### src/tms_pkg.sv
// ----------------------------------------------------------------------------
// Tactile matrix scan package
// Shared sizes, operation codes, phase type and request structures for the
// scan sequencer and its submodules.
// ----------------------------------------------------------------------------
`default_nettype none

package tms_pkg;

  // Frame size and derived widths.
  localparam int NUM_VALUES = 16;
  localparam int IDX_W      = $clog2(NUM_VALUES);
  localparam int CNT_W      = $clog2(NUM_VALUES + 1);
  localparam int COLNUM_W   = CNT_W - 2;
  localparam int ADDR_W     = IDX_W + 1;
  localparam int RAM_DEPTH  = 2 * NUM_VALUES;

  // Fixed field widths.
  localparam int OP_W     = 2;
  localparam int SAMPLE_W = 12;
  localparam int RIDX_W   = 4;
  localparam int LINES_W  = 4;
  localparam int CH_W     = 2;

  // Operation codes.
  localparam logic [OP_W-1:0] OP_ADVANCE = 2'd0;
  localparam logic [OP_W-1:0] OP_RELEASE = 2'd1;
  localparam logic [OP_W-1:0] OP_READ    = 2'd2;

  // Column lines after reset: every line high.
  localparam logic [LINES_W-1:0] LINES_IDLE = '1;

  typedef enum logic [1:0] {
    PH_SETUP     = 2'd0,
    PH_SAMPLING  = 2'd1,
    PH_WAITING   = 2'd2,
    PH_COMPLETED = 2'd3
  } phase_t;

  // Result fields produced by the controller for one request.
  typedef struct packed {
    phase_t              phase;
    logic [LINES_W-1:0]  column_drive;
    logic [CH_W-1:0]     adc_channel;
    logic                sample_taken;
    logic                frame_published;
    logic                is_read;
  } result_t;

  // Buffer RAM port requests from the controller.
  typedef struct packed {
    logic                wr_en;
    logic [ADDR_W-1:0]   wr_addr;
    logic [SAMPLE_W-1:0] wr_data;
    logic [ADDR_W-1:0]   rd_addr;
  } ram_req_t;

  // Column pattern for a sample count: the column count/4 is grounded,
  // and a column past the last line leaves all lines high.
  function automatic logic [LINES_W-1:0] column_pattern(input logic [CNT_W-1:0] count);
    logic [COLNUM_W-1:0] col;
    logic [LINES_W-1:0]  pat;
    col = count[CNT_W-1:2];
    pat = LINES_IDLE;
    for (int i = 0; i < LINES_W; i++) begin
      if (32'(col) == i) begin
        pat[i] = 1'b0;
      end
    end
    return pat;
  endfunction

endpackage

`default_nettype wire

### src/tms_ram.sv
// ----------------------------------------------------------------------------
// Generic single-port-write RAM
// One write port and one read port with registered read data.
// ----------------------------------------------------------------------------
`default_nettype none

module tms_ram #(
  parameter int WIDTH = 12,
  parameter int DEPTH = 32
) (
  input  wire logic                     clk,
  input  wire logic                     wr_en,
  input  wire logic [$clog2(DEPTH)-1:0] wr_addr,
  input  wire logic [WIDTH-1:0]         wr_data,
  input  wire logic                     rd_en,
  input  wire logic [$clog2(DEPTH)-1:0] rd_addr,
  output logic      [WIDTH-1:0]         rd_data
);

  logic [WIDTH-1:0] mem_r [DEPTH];

  // Write port.
  always_ff @(posedge clk) begin
    if (wr_en) begin
      mem_r[wr_addr] <= wr_data;
    end
  end

  // Registered read port; data holds while rd_en is low.
  always_ff @(posedge clk) begin
    if (rd_en) begin
      rd_data <= mem_r[rd_addr];
    end
  end

endmodule

`default_nettype wire

### src/tms_ctrl.sv
// ----------------------------------------------------------------------------
// Scan controller
// Holds the scan phase, sample count, consumer flag, column lines and the
// ping-pong bank pointer, and decodes each request into result fields and
// buffer RAM accesses.
// ----------------------------------------------------------------------------
`default_nettype none

module tms_ctrl (
  input  wire logic                          clk,
  input  wire logic                          rst_n,
  input  wire logic                          accept,
  input  wire logic [tms_pkg::OP_W-1:0]      operation,
  input  wire logic [tms_pkg::SAMPLE_W-1:0]  adc_sample,
  input  wire logic [tms_pkg::RIDX_W-1:0]    read_index,
  output tms_pkg::result_t                   result,
  output tms_pkg::ram_req_t                  ram_req
);

  import tms_pkg::*;

  phase_t             phase_r,    phase_nxt;
  logic [CNT_W-1:0]   count_r,    count_nxt;
  logic               consumed_r, consumed_nxt;
  logic [LINES_W-1:0] lines_r,    lines_nxt;
  logic               bank_r,     bank_nxt;
  logic               has_frame_r, has_frame_nxt;

  logic [CNT_W-1:0]   count_inc;
  logic               frame_full;
  logic               publish;
  logic               capture;
  logic               read_ok;

  assign count_inc  = CNT_W'(count_r + 1'b1);
  assign frame_full = (count_r >= CNT_W'(NUM_VALUES));
  assign read_ok    = ({28'd0, read_index} < 32'(NUM_VALUES));

  // Decode of the advance step in the current phase.
  always_comb begin
    publish = 1'b0;
    capture = 1'b0;
    if (operation == OP_ADVANCE) begin
      case (phase_r)
        PH_SAMPLING: begin
          publish = frame_full && consumed_r;
          capture = !frame_full;
        end
        PH_WAITING: begin
          publish = consumed_r;
        end
        default: begin
        end
      endcase
    end
  end

  // Next phase.
  always_comb begin
    phase_nxt = phase_r;
    if (operation == OP_ADVANCE) begin
      case (phase_r)
        PH_SETUP: begin
          phase_nxt = PH_SAMPLING;
        end
        PH_SAMPLING: begin
          if (publish) begin
            phase_nxt = PH_COMPLETED;
          end else if (frame_full) begin
            phase_nxt = PH_WAITING;
          end else if (count_inc[1:0] == 2'd0 && count_inc < CNT_W'(NUM_VALUES)) begin
            phase_nxt = PH_SETUP;
          end
        end
        PH_WAITING: begin
          if (publish) begin
            phase_nxt = PH_COMPLETED;
          end
        end
        default: begin
          phase_nxt = PH_SETUP;
        end
      endcase
    end
  end

  // Remaining state updates.
  always_comb begin
    count_nxt     = count_r;
    consumed_nxt  = consumed_r;
    lines_nxt     = lines_r;
    bank_nxt      = bank_r;
    has_frame_nxt = has_frame_r;
    if (operation == OP_ADVANCE) begin
      if (phase_r == PH_SETUP) begin
        lines_nxt = column_pattern(count_r);
      end
      if (phase_r == PH_COMPLETED) begin
        count_nxt = '0;
      end
      if (capture) begin
        count_nxt = count_inc;
      end
      // Publishing flips the ping-pong pointer: the captured bank becomes
      // the stable bank.
      if (publish) begin
        consumed_nxt  = 1'b0;
        bank_nxt      = !bank_r;
        has_frame_nxt = 1'b1;
      end
    end else if (operation == OP_RELEASE) begin
      consumed_nxt = 1'b1;
    end
  end

  // Result fields and RAM accesses.
  always_comb begin
    result.phase           = phase_nxt;
    result.column_drive    = lines_nxt;
    result.adc_channel     = capture ? count_r[1:0] : '0;
    result.sample_taken    = capture;
    result.frame_published = publish;
    result.is_read         = (operation == OP_READ) && read_ok && has_frame_r;

    ram_req.wr_en   = accept && capture;
    ram_req.wr_addr = {!bank_r, count_r[IDX_W-1:0]};
    ram_req.wr_data = adc_sample;
    ram_req.rd_addr = {bank_r, IDX_W'(read_index)};
  end

  // State registers.
  always_ff @(posedge clk) begin
    if (!rst_n) begin
      phase_r     <= PH_SETUP;
      count_r     <= '0;
      consumed_r  <= 1'b1;
      lines_r     <= LINES_IDLE;
      bank_r      <= 1'b0;
      has_frame_r <= 1'b0;
    end else if (accept) begin
      phase_r     <= phase_nxt;
      count_r     <= count_nxt;
      consumed_r  <= consumed_nxt;
      lines_r     <= lines_nxt;
      bank_r      <= bank_nxt;
      has_frame_r <= has_frame_nxt;
    end
  end

endmodule

`default_nettype wire

### src/tactile_matrix_scan_sequencer.sv
// ----------------------------------------------------------------------------
// Tactile matrix scan sequencer
// An accepted request's result is in the output register in the next cycle.
// Throughput: one request per cycle unless out_stall holds a valid result,
// limited by the single output register and the buffer RAM's one read port.
// The capture and stable buffers share one RAM as two banks; a published
// frame flips the bank pointer. Reset is synchronous: phase setup, count
// zero, frame released, lines high, stable entries read as zero.
// ----------------------------------------------------------------------------
`default_nettype none

module tactile_matrix_scan_sequencer (
  input  wire logic                          clk,
  input  wire logic                          rst_n,
  input  wire logic                          in_valid,
  output logic                               in_stall,
  input  wire logic [tms_pkg::OP_W-1:0]      in_operation,
  input  wire logic [tms_pkg::SAMPLE_W-1:0]  in_adc_sample,
  input  wire logic [tms_pkg::RIDX_W-1:0]    in_read_index,
  output logic                               out_valid,
  input  wire logic                          out_stall,
  output logic [1:0]                         out_phase,
  output logic [tms_pkg::LINES_W-1:0]        out_column_drive,
  output logic [tms_pkg::CH_W-1:0]           out_adc_channel,
  output logic                               out_sample_taken,
  output logic                               out_frame_published,
  output logic [tms_pkg::SAMPLE_W-1:0]       out_read_data
);

  import tms_pkg::*;

  logic                in_accept;
  result_t             result;
  ram_req_t            ram_req;
  logic [SAMPLE_W-1:0] ram_q;

  logic    out_valid_r, out_valid_nxt;
  result_t res_r;

  // A new request enters whenever the output register is free or drains.
  assign in_stall  = out_valid_r && out_stall;
  assign in_accept = in_valid && !in_stall;

  tms_ctrl u_ctrl (
    .clk        (clk),
    .rst_n      (rst_n),
    .accept     (in_accept),
    .operation  (in_operation),
    .adc_sample (in_adc_sample),
    .read_index (in_read_index),
    .result     (result),
    .ram_req    (ram_req)
  );

  // Capture and stable banks; read data lines up with the output register.
  tms_ram #(
    .WIDTH (SAMPLE_W),
    .DEPTH (RAM_DEPTH)
  ) u_buf_ram (
    .clk     (clk),
    .wr_en   (ram_req.wr_en),
    .wr_addr (ram_req.wr_addr),
    .wr_data (ram_req.wr_data),
    .rd_en   (in_accept),
    .rd_addr (ram_req.rd_addr),
    .rd_data (ram_q)
  );

  // Output valid tracking.
  always_comb begin
    out_valid_nxt = out_valid_r;
    if (in_accept) begin
      out_valid_nxt = 1'b1;
    end else if (!out_stall) begin
      out_valid_nxt = 1'b0;
    end
  end

  always_ff @(posedge clk) begin
    if (!rst_n) begin
      out_valid_r <= 1'b0;
    end else begin
      out_valid_r <= out_valid_nxt;
    end
  end

  // Result register.
  always_ff @(posedge clk) begin
    if (in_accept) begin
      res_r <= result;
    end
  end

  assign out_valid           = out_valid_r;
  assign out_phase           = res_r.phase;
  assign out_column_drive    = res_r.column_drive;
  assign out_adc_channel     = res_r.adc_channel;
  assign out_sample_taken    = res_r.sample_taken;
  assign out_frame_published = res_r.frame_published;
  assign out_read_data       = res_r.is_read ? ram_q : '0;

  // A published frame always leaves the block in the completed phase.
  a_publish_completed: assert property (@(posedge clk) disable iff (!rst_n)
    out_valid_r && res_r.frame_published |-> res_r.phase == PH_COMPLETED)
    else $error("frame published outside completed phase");

  // One step never both captures a sample and publishes a frame.
  a_capture_xor_publish: assert property (@(posedge clk) disable iff (!rst_n)
    out_valid_r |-> !(res_r.sample_taken && res_r.frame_published))
    else $error("capture and publish in one step");

  // A captured sample leaves the block sampling or back in set-up.
  a_capture_phase: assert property (@(posedge clk) disable iff (!rst_n)
    out_valid_r && res_r.sample_taken |->
      (res_r.phase == PH_SAMPLING || res_r.phase == PH_SETUP))
    else $error("sample captured in wrong phase");

  // Every accepted request shows up in the output register next cycle.
  a_accept_to_result: assert property (@(posedge clk) disable iff (!rst_n)
    in_accept |=> out_valid_r)
    else $error("accepted request produced no result");

endmodule

`default_nettype wire
### config.mk
export PLATFORM = sky130hd
export DESIGN_NAME = tactile_matrix_scan_sequencer
export DESIGN_NICKNAME = d
export VERILOG_FILES = /design/src/tms_pkg.sv /design/src/tms_ram.sv /design/src/tms_ctrl.sv /design/src/tactile_matrix_scan_sequencer.sv
export SDC_FILE = /design/constraint.sdc
export NUM_CORES = 1
export LEC_CHECK = 0
export BUFFER_PORTS_ARGS = -buffer_cell sky130_fd_sc_hd__clkbuf_2
export CORE_MARGIN = 2
export CORE_UTILIZATION = 55
export DETAILED_ROUTE_END_ITERATION = 10
export GPL_TIMING_DRIVEN = 1
export HOLD_SLACK_MARGIN = 0.1
export PLACE_DENSITY = 0.78
export SETUP_SLACK_MARGIN = 0.2
export SYNTH_ARGS = -nofsm -noshare
export SYNTH_HDL_FRONTEND = slang
export SYNTH_SLANG_ARGS = --single-unit
### constraint.sdc
create_clock -name clk -period 3 [get_ports clk]
set_clock_uncertainty 0.2 [all_clocks]
set_input_delay 0.3 -clock clk [delete_from_list [all_inputs] [get_ports clk]]
set_output_delay 0.3 -clock clk [all_outputs]
set_load 0.02 [all_outputs]
* Word level (Yosys, flattened, before mapping)
Memory sizes are Yosys's and may differ from the RTL's. A register that Yosys moved wholly into a read port is not among the register bits.
Cells that the tools add are included.
** Storage, ports and cells
- Flip-flop bits (word level) :: 26
- RAM bits :: 384
- Input port bits :: 22
- Output and inout port bits :: 24
- Logic and storage cells :: 71
- Memories :: 1
** Cells by class
- Add/sub/neg operators :: 1
- Order comparisons :: 2
- Equality and inequality tests :: 10
- Mux-type cells :: 26
- Reductions and logical operators :: 18
** Memory list
- u_buf_ram.mem_r :: depth 32, bits a word 12, rd ports 1, clocked after memory_dff 1, wr ports 1, RTL line tms_ram.sv:20 : logic [WIDTH-1:0] mem_r [DEPTH];
** Operators with widths (count)
- $mux W1 :: 14
- $mux W12 :: 1
- $mux W2 :: 5
- $mux W5 :: 2
- $reduce_and A3 Y1 :: 3
- $mux W4 :: 2
- $eq A2 B2 Y1 const B :: 3
- $eq A3 B2 Y1 const B :: 2
- $logic_and A1 B1 Y1 :: 6
- $logic_not A2 Y1 :: 3
- $pmux W2 S3 :: 1
- $add A5 B1 Y5 const B :: 1
- $ge A5 B5 Y1 const B :: 1
- $lt A5 B5 Y1 const B :: 1
- $eq A2 B1 Y1 const B :: 2
- $ne A2 B1 Y1 const B :: 2
- $reduce_bool A2 Y1 :: 2
- $eq A3 B1 Y1 const B :: 1
- $logic_not A1 Y1 :: 3
- $logic_not A3 Y1 :: 1
- $pmux W1 S2 :: 1

* Logic depth before layout (Yosys ltp)
Gate-level depths: netlist of run 1.
- Depth in word-level cells :: 8
- Mapped depth :: 8
- Gate-level depth less buffers :: 6

* Hierarchy
Synthesis of run 1 repeated with hierarchy kept, for this count alone.
** Second synthesis, totals
- Cell total of the unflattened synthesis :: 1038
- Area, all modules :: 17260.3 um2
** Modules (own cells, without submodules)
- tms_ram :: instances 1, cells each 868, area an instance 15588.7 um2, seq. area each 11891.4 um2
- tms_ctrl :: instances 1, cells each 134, area an instance 1156.1 um2, seq. area each 280.3 um2
- tactile_matrix_scan_sequencer :: instances 1, cells each 36, area an instance 515.5 um2, seq. area each 350.3 um2

* Worst setup path after synthesis of run 1
No wires, ideal clock.
- Kind :: flip-flop to flip-flop
- From :: register out_valid_r, in the netlist out_valid
- To :: memory u_buf_ram.mem_r[0][0], enable pin
- Library setup time :: 0.380 ns
- Arrival time :: 2.013 ns
- Data required time :: 2.420 ns
- Path slack :: 0.407 ns
- Cell stages (with the launch flop) :: 6
- Buffers on the path :: 0
- Period minus slack after synthesis :: 2.593 ns
- Cells stage by stage :: dfxtp_1 -> a21bo_2 -> clkinv_1 -> and2_1 -> nand2_1 -> nor2_1
** On the way
- Word-level cells in the longest chain between the ends :: 6
** RTL lines
- from (decl) :: RTL line tactile_matrix_scan_sequencer.sv:37 : logic out_valid_r, out_valid_nxt;
- from (signal assigned) :: RTL line tactile_matrix_scan_sequencer.sv:83 : out_valid_r <= out_valid_nxt;
- $logic_and A1 B1 Y1 :: RTL line tactile_matrix_scan_sequencer.sv:41 : assign in_stall = out_valid_r && out_stall;
- $logic_not A1 Y1 :: RTL line tactile_matrix_scan_sequencer.sv:42 : assign in_accept = in_valid && !in_stall;
- $logic_and A1 B1 Y1 :: RTL line tactile_matrix_scan_sequencer.sv:42
- net in_accept :: RTL line tactile_matrix_scan_sequencer.sv:32 : logic in_accept;
- $logic_and A1 B1 Y1 :: RTL line tms_ctrl.sv:125 : ram_req.wr_en = accept && capture;
- $mux W1 :: RTL line tms_ram.sv:24 : if (wr_en) begin
- $mux W1 (not written as such) :: RTL line tms_ram.sv:25 : mem_r[wr_addr] <= wr_data;
- to (decl) :: RTL line tms_ram.sv:20
The timed path passes the listed nets, and every way through them passes these cells.

==> out/summary.txt, run 1 <==
Setup TNS Final: 0 ns
Clock transition at path regs: 0.06 ns
Worst-Skew Late Latency: 0.56 ns
Area after DPL: 0.0176 sq mm
Post-DP HPWL: 21,600 um
CTS Sinks: 422
Hold WS: 0.251 ns
Die Ht: 178 um
Crit path cell chain: and3b_1, buf_4, a22o_1, a221oi_1, nand3_1
TritonCTS clock tree: done
Final wirelength: 36,100 um
Total chip power: 12,200 uW
Worst Path Buf+Inv: 1
Logic pwr share: 0.044
Sequential area share after synthesis: 0.750
Vias per cell: 6.14
# diodes: 0
# setup viols final: 0
P&R area growth vs syn: 13.9%
Pwr/cell area: 642 mW/mm^2
Pre-Repair DR Iteration Count: 6
Syn_nets: 949
Worst EP arrival: 2.66 ns
Asr flop ratio synth: 0
Number of synthesized flops with an enable pin: 407
Final nets: 1,046
Die area: 0.0318 sq mm
Worst slew pin tran: 0.754 ns
Flop2flop setup slack: 0.43 ns
Cell area after layout: 0.0190 sq mm
CP max stage delay: 0.67 ns
Gate Count Post-Synth: 918
Die width: 178 um
Routed WL per cell: 25.1 um
Largest net degree at the start of global routing: 37
Grt ovf: 0
Sw frac: 0.206
Netlist cell types: 50
CP max-delay cell: dfxtp_1
Initial Utilization: 0.561
Layout cells sized above 1: 0.213
Vias in the first global route: 8,868
H-tree depth: 2
Worst min path class: in -> reg
Pleak: 0.00650 uW
Post-Syn Area: 0.0167 sq mm
FF-to-FF Start: u_ctrl.bank_r
Synth Flop Type: edfxtp_1
Critical path endpoint category: flop
Final design utilization: 0.639
DRT iter0 DRCs: 929
Relative slew slack: 0.484
Synthesized area per cell: 18.2 sq um
Fin crit share: 0.857
CP endpoint: u_buf_ram.rd_data[11]
RSZ-0062 raised after global routing: no
Total Routing Usage GR: 0.235
Yosys warns: 0
Internal power: 9690 uW
First-pass GRT wire length: 54,300 um
Global placement routability congestion: 0.831
Core Region: 0.0298 sq mm
Share of power burned in registers: 0.533
Via count: 8,828
WS Path Type: reg -> reg
Reg2reg end: u_buf_ram.rd_data[11]
Crit path launch type: flop
Outcome: finished, final reports clean
CTS buffer count: 43
Levels on crit path: 5
Max-slew violations: 0
Critical path's top delay family: compound AO/OA/AOI/OAI gates
Initial antenna violation count: 1
Clock group share of total power: 0.423
Final-report hold violation count: 0
I/O Buffers: 45
CTS Root Cell: clkbuf_16
Crit Path Max Fanout: 15
Most frequent cells in the layout: edfxtp_1 (407), mux2i_1 (96), nor2_1 (51), buf_4 (50)
Critical Path Source: u_ctrl.bank_r
Peak supply drop: 0.000720 V
Clock buffer depth: 3
Reg2reg path depth: 5
Core Rows: 63
Post CTS Setup Buffer Count: 0
Leading cell type in the layout, fill and taps excluded: edfxtp_1
# IOs: 46
Flops & latches, synth: 422
ANT nets after route: 0
Fin crit period: 2.57 ns
Worst Path Required: 3.09 ns
Max Clock Freq: 389 MHz
Max Cap Viol: 0
Psw: 2520 uW
DRC viols: 0
-- worst min-delay path by stage --
| stage | from | to | slack, ns | cells after the start |
|---|---|---|---|---|
| 6_report | in_adc_sample[11] | u_buf_ram.mem_r[27][11] | 0.25 | 1 |
| 4_1_cts | in_adc_sample[11] | u_buf_ram.mem_r[31][11] | 0.22 | 1 |
| 2_1_floorplan | in_adc_sample[0] | u_buf_ram.mem_r[0][0] | 0.20 | 0 |
| 5_1_grt | in_adc_sample[3] | u_buf_ram.mem_r[13][3] | 0.28 | 1 |
| 3_5_place_dp | u_ctrl.has_frame_r | u_ctrl.has_frame_r | 0.27 | 2 |
| 3_3_place_gp | u_ctrl.has_frame_r | u_ctrl.has_frame_r | 0.25 | 2 |
-- per-layer routing --
metal  track usage  up-vias  routed length, um
met5             0        -                 13
met1         0.323     4496              14600
li1              -     3854                  -
met4        0.0742        2                940
met3        0.0452       61               2800
met2         0.386      415              17800
-- power by group through the flow --
| stage | registers, uW | clock network [uW] | logic [uW] |
|---|---|---|---|
| 2_1_floorplan | 6620 | 0 | 321 |
| 3_3_place_gp | 6630 | 0 | 517 |
| 3_5_place_dp | 6630 | 0 | 532 |
| 4_1_cts | 6510 | 5230 | 541 |
| 5_1_grt | 6510 | 5470 | 580 |
| 6_report | 6510 | 5160 | 541 |
-- synth_stat cells, types with 2 or more instances --
cell         n  area [sq um]
edfxtp_1   407         12200
mux2i_1     96           961
nor2_1      52           195
mux4_2      43           968
nand3_1     43           215
nand2_1     42           158
a21oi_1     32           160
a22oi_1     25           188
buf_2       23           115
clkbuf_1    18          67.6
and2_1      17           106
dfxtp_1     15           300
a22o_1      12           105
a221oi_2    11           165
buf_4       10          75.1
ha_1         9           113
inv_1        6          22.5
mux4_1       5           131
o211ai_1     4          30.0
o21ai_0      4          20.0
nor3b_1      3          22.5
or2_2        3          18.8
or3_1        3          18.8
a2111oi_0    2          17.5
buf_12       2          40.0
buf_6        2          22.5
nand3b_1     2          15.0
nor2b_1      2          12.5
nor3_1       2          10.0
o22ai_1      2          12.5
or3b_2       2          17.5
-- flip-flops by register name, indices dropped and copies added, names as in the netlist, 2 cells and up --
signal,flops
out_adc_channel,2
out_column_drive,4
out_phase,2
u_buf_ram.mem_r,384
u_buf_ram.rd_data,12
u_ctrl.count_r,5
u_ctrl.lines_r,4
u_ctrl.phase_r,2
-- per-stage QoR --
step,cells,worst slack (ns)
finish,1438,0.429
floorplan,918,0.407
global route,1438,0.276
global placement,1353,0.325
CTS,1438,0.438
detailed placement,1353,0.340
-- cells by family (layout without fill, tap and decap cells) --
group,count (synthesis),count (layout),synth area share
AO/OA/AOI/OAI,102,102,0.0470
AND/OR/NAND/NOR,177,177,0.0515
adder cells (fa/ha/maj),9,9,0.00674
flip-flops,422,422,0.750
buffers and inverters,62,192,0.0207
XOR/XNOR,2,2,0.00105
multiplexers,144,144,0.123
-- cell type report --
type	count	area (sq um)
Sequential cell	422	12500
Multi-Input combinational cell	434	3840
Timing Repair Buffer	107	792
Fill cell	1986	10800
Tap cell	390	488
Clock inverter	25	248
Clock buffer	53	1110
Inverter	7	26.3
-- timing repair --
| item | in CTS | in global routing |
|---|---|---|
| hold buffers | 7 | 0 |
| setup endpoints to repair | 0 | 0 |
| hold endpoints to repair | 16 | 0 |
| gates resized for setup | 0 | 0 |
(Power assumes the default switching activity.)
==> run 2: changes to the inputs <==
Settings changed: CELL_PAD_IN_SITES_DETAIL_PLACEMENT from default to 1, CELL_PAD_IN_SITES_GLOBAL_PLACEMENT from default to 1, CORE_UTILIZATION 55 to 54, PLACE_DENSITY 0.78 to 0.85.
==> run 2 against run 1 <==
Combinational power up 4.6%. Register-to-register slack worse by 0.05 ns. Utilization down 1.7 points. Critical endpoint is now out_phase[0]. Maximum frequency down 2.0%. Cell area down 0.32%. Die area up 1.8%. Hold slack worse by 0.11 ns.
==> out/summary.txt, run 2 (synthesis results as in run 1) <==
Outcome: finished, final reports clean
Grt ovf: 0 (unchanged)
Clock transition at path regs: 0.06 ns (about the same)
ANT nets after route: 0 (unchanged)
Logic pwr share: 0.046 (+0.002)
Pre-Repair DR Iteration Count: 6 (unchanged)
Peak supply drop: 0.000412 V (-43%)
Max Clock Freq: 381 MHz (-2.0%)
Crit Path Max Fanout: 5 (-10)
CTS Root Cell: clkbuf_16
Vias in the first global route: 9,520 (+7.4%)
TritonCTS clock tree: done
Routed WL per cell: 28.4 um (+13%)
Final nets: 1,036 (-0.96%)
Worst Path Buf+Inv: 1 (unchanged)
Largest register by flop count: u_buf_ram.mem_r
Post CTS Setup Buffer Count: 0 (unchanged)
Largest net degree at the start of global routing: 44 (+19%)
Placed cells: 1,352 (-0.074%)
First-pass GRT wire length: 61,500 um (+13%)
I/O Buffers: 45 (unchanged)
Max-slew violations: 0 (unchanged)
Fin crit period: 2.62 ns (+0.0538 ns)
Worst Path Required: 3.04 ns (-0.05 ns)
Fin crit share: 0.875 (+0.0179)
Relative slew slack: 0.339 (-0.145)
CTS Sinks: 422 (unchanged)
Internal power: 9730 uW (+0.40%)
Setup TNS Final: 0 ns (unchanged)
Pwr/cell area: 646 mW/mm^2 (+0.68%)
Crit path cell chain: inv_1, ha_1, a21oi_1, nor2_1, a2111oi_0, o22ai_1
Pleak: 0.00646 uW (-0.62%)
Flop2flop setup slack: 0.38 ns (-0.05 ns)
Via count: 8,886 (+0.66%)
Die Ht: 180 um (+0.90%)
H-tree depth: 2 (unchanged)
Global placement routability congestion: 0.808 (-2.7%)
Clock buffer depth: 3 (unchanged)
Sw frac: 0.206 (-0.000301)
Biggest regs: u_buf_ram.mem_r x384, u_buf_ram.rd_data x12, u_ctrl.count_r x5
DRT iter0 DRCs: 858 (-7.6%)
Initial antenna violation count: 1 (unchanged)
Leading cell type in the layout, fill and taps excluded: edfxtp_1
Core Region: 0.0305 sq mm (+2.4%)
Final-report hold violation count: 0 (unchanged)
Critical path endpoint category: flop
Post-DP HPWL: 25,400 um (+17%)
Core Rows: 64 (+1.6%)
# IOs: 46 (unchanged)
Initial Utilization: 0.548 (-0.0131)
CTS buffer count: 41 (-4.7%)
Worst min path class: in -> reg
Die area: 0.0324 sq mm (+1.8%)
Most frequent cells in the layout: edfxtp_1 (407), mux2i_1 (96), nor2_1 (52)
Share of power burned in registers: 0.531 (-0.002)
Vias per cell: 6.19 (+0.87%)
# setup viols final: 0 (unchanged)
Critical path's top delay family: compound AO/OA/AOI/OAI gates
CP max-delay cell: a2111oi_0
Worst slew pin tran: 0.967 ns (+0.213 ns)
Finished Layout Cells: 1,435 (-0.21%)
Max Cap Viol: 0 (unchanged)
Psw: 2530 uW (+0.21%)
CP max stage delay: 0.78 ns (+0.11 ns)
RSZ-0062 raised after global routing: no
Max reg flops: 384 (unchanged)
Clock group share of total power: 0.423 (about the same)
Layout cells sized above 1: 0.210 (-0.00277)
DRC viols: 0 (unchanged)
Worst-Skew Late Latency: 0.54 ns (-0.02 ns)
Worst EP arrival: 2.66 ns (about the same)
Total Routing Usage GR: 0.256 (+0.0210)
WS Path Type: reg -> reg
Crit path launch type: flop
Final wirelength: 40,700 um (+13%)
P&R area growth vs syn: 13.6%
Die width: 180 um (+0.90%)
run 2: path summary, 6_finish.rpt:
| kind | cells after the start | endpoint | from |
|---|---|---|---|
| worst max register to register | 6 | out_phase[0] | u_ctrl.phase_r[0] |
| worst min register to register | 2 | u_ctrl.lines_r[0] | u_ctrl.lines_r[0] |
| worst min-delay path | 3 | res_r[0] | in_operation[1] |
| worst max-delay path | 6 | out_phase[0] | u_ctrl.phase_r[0] |
run 2: layer usage:
| metal | global-route usage | vias up | part of all wire |
|---|---|---|---|
| met4 | 0.0686 | 0 | 0.021 |
| met5 | 0 | - | 0 |
| li1 | - | 3836 | - |
| met3 | 0.0334 | 62 | 0.052 |
| met2 | 0.433 | 313 | 0.51 |
| met1 | 0.356 | 4675 | 0.42 |
run 2: timing repair:
action,in CTS,in global routing
setup endpoints to repair,0,19
hold buffers,6,0
endpoints found under the hold margin,12,0
gates resized for setup,0,1
run 2: tightest hold or removal path: stages:
cell	delay, ns
clkbuf_2	0.17
nand2_1	0.11
nor2_1	0.11
run 2: stage by stage:
stage | hold slack [ns] | utilization | cell area (sq um) | total power (uW) | worst slack (ns)
after floorplan | 0.199 | - | 16700 | 6940 | 0.407
after global placement | 0.262 | 0.575 | 17600 | 7160 | 0.293
after detailed placement | 0.282 | 0.575 | 17600 | 7190 | 0.266
after CTS | 0.121 | 0.622 | 19000 | 12300 | 0.298
after global routing | 0.162 | 0.622 | 19000 | 12500 | 0.237
final | 0.142 | 0.622 | 19000 | 12300 | 0.375
run 2: power by group through the flow:
stage          combinational (uW)  clock, uW  sequential (uW)
3_5_place_dp                  558          0             6630
3_3_place_gp                  533          0             6630
6_report                      566       5190             6500
5_1_grt                       604       5440             6500
4_1_cts                       568       5240             6500
2_1_floorplan                 321          0             6620
run 2: cell type report:
cell class                 count  area, sq um
antenna                        1         2.50
timing repair buffer          99          729
clock buffer                  56         1150
multi-input combinational    434         3840
sequential                   422        12500
clock inverter                20          199
inverter                       7         30.0
fill                        2602        11500
tap                          396          495
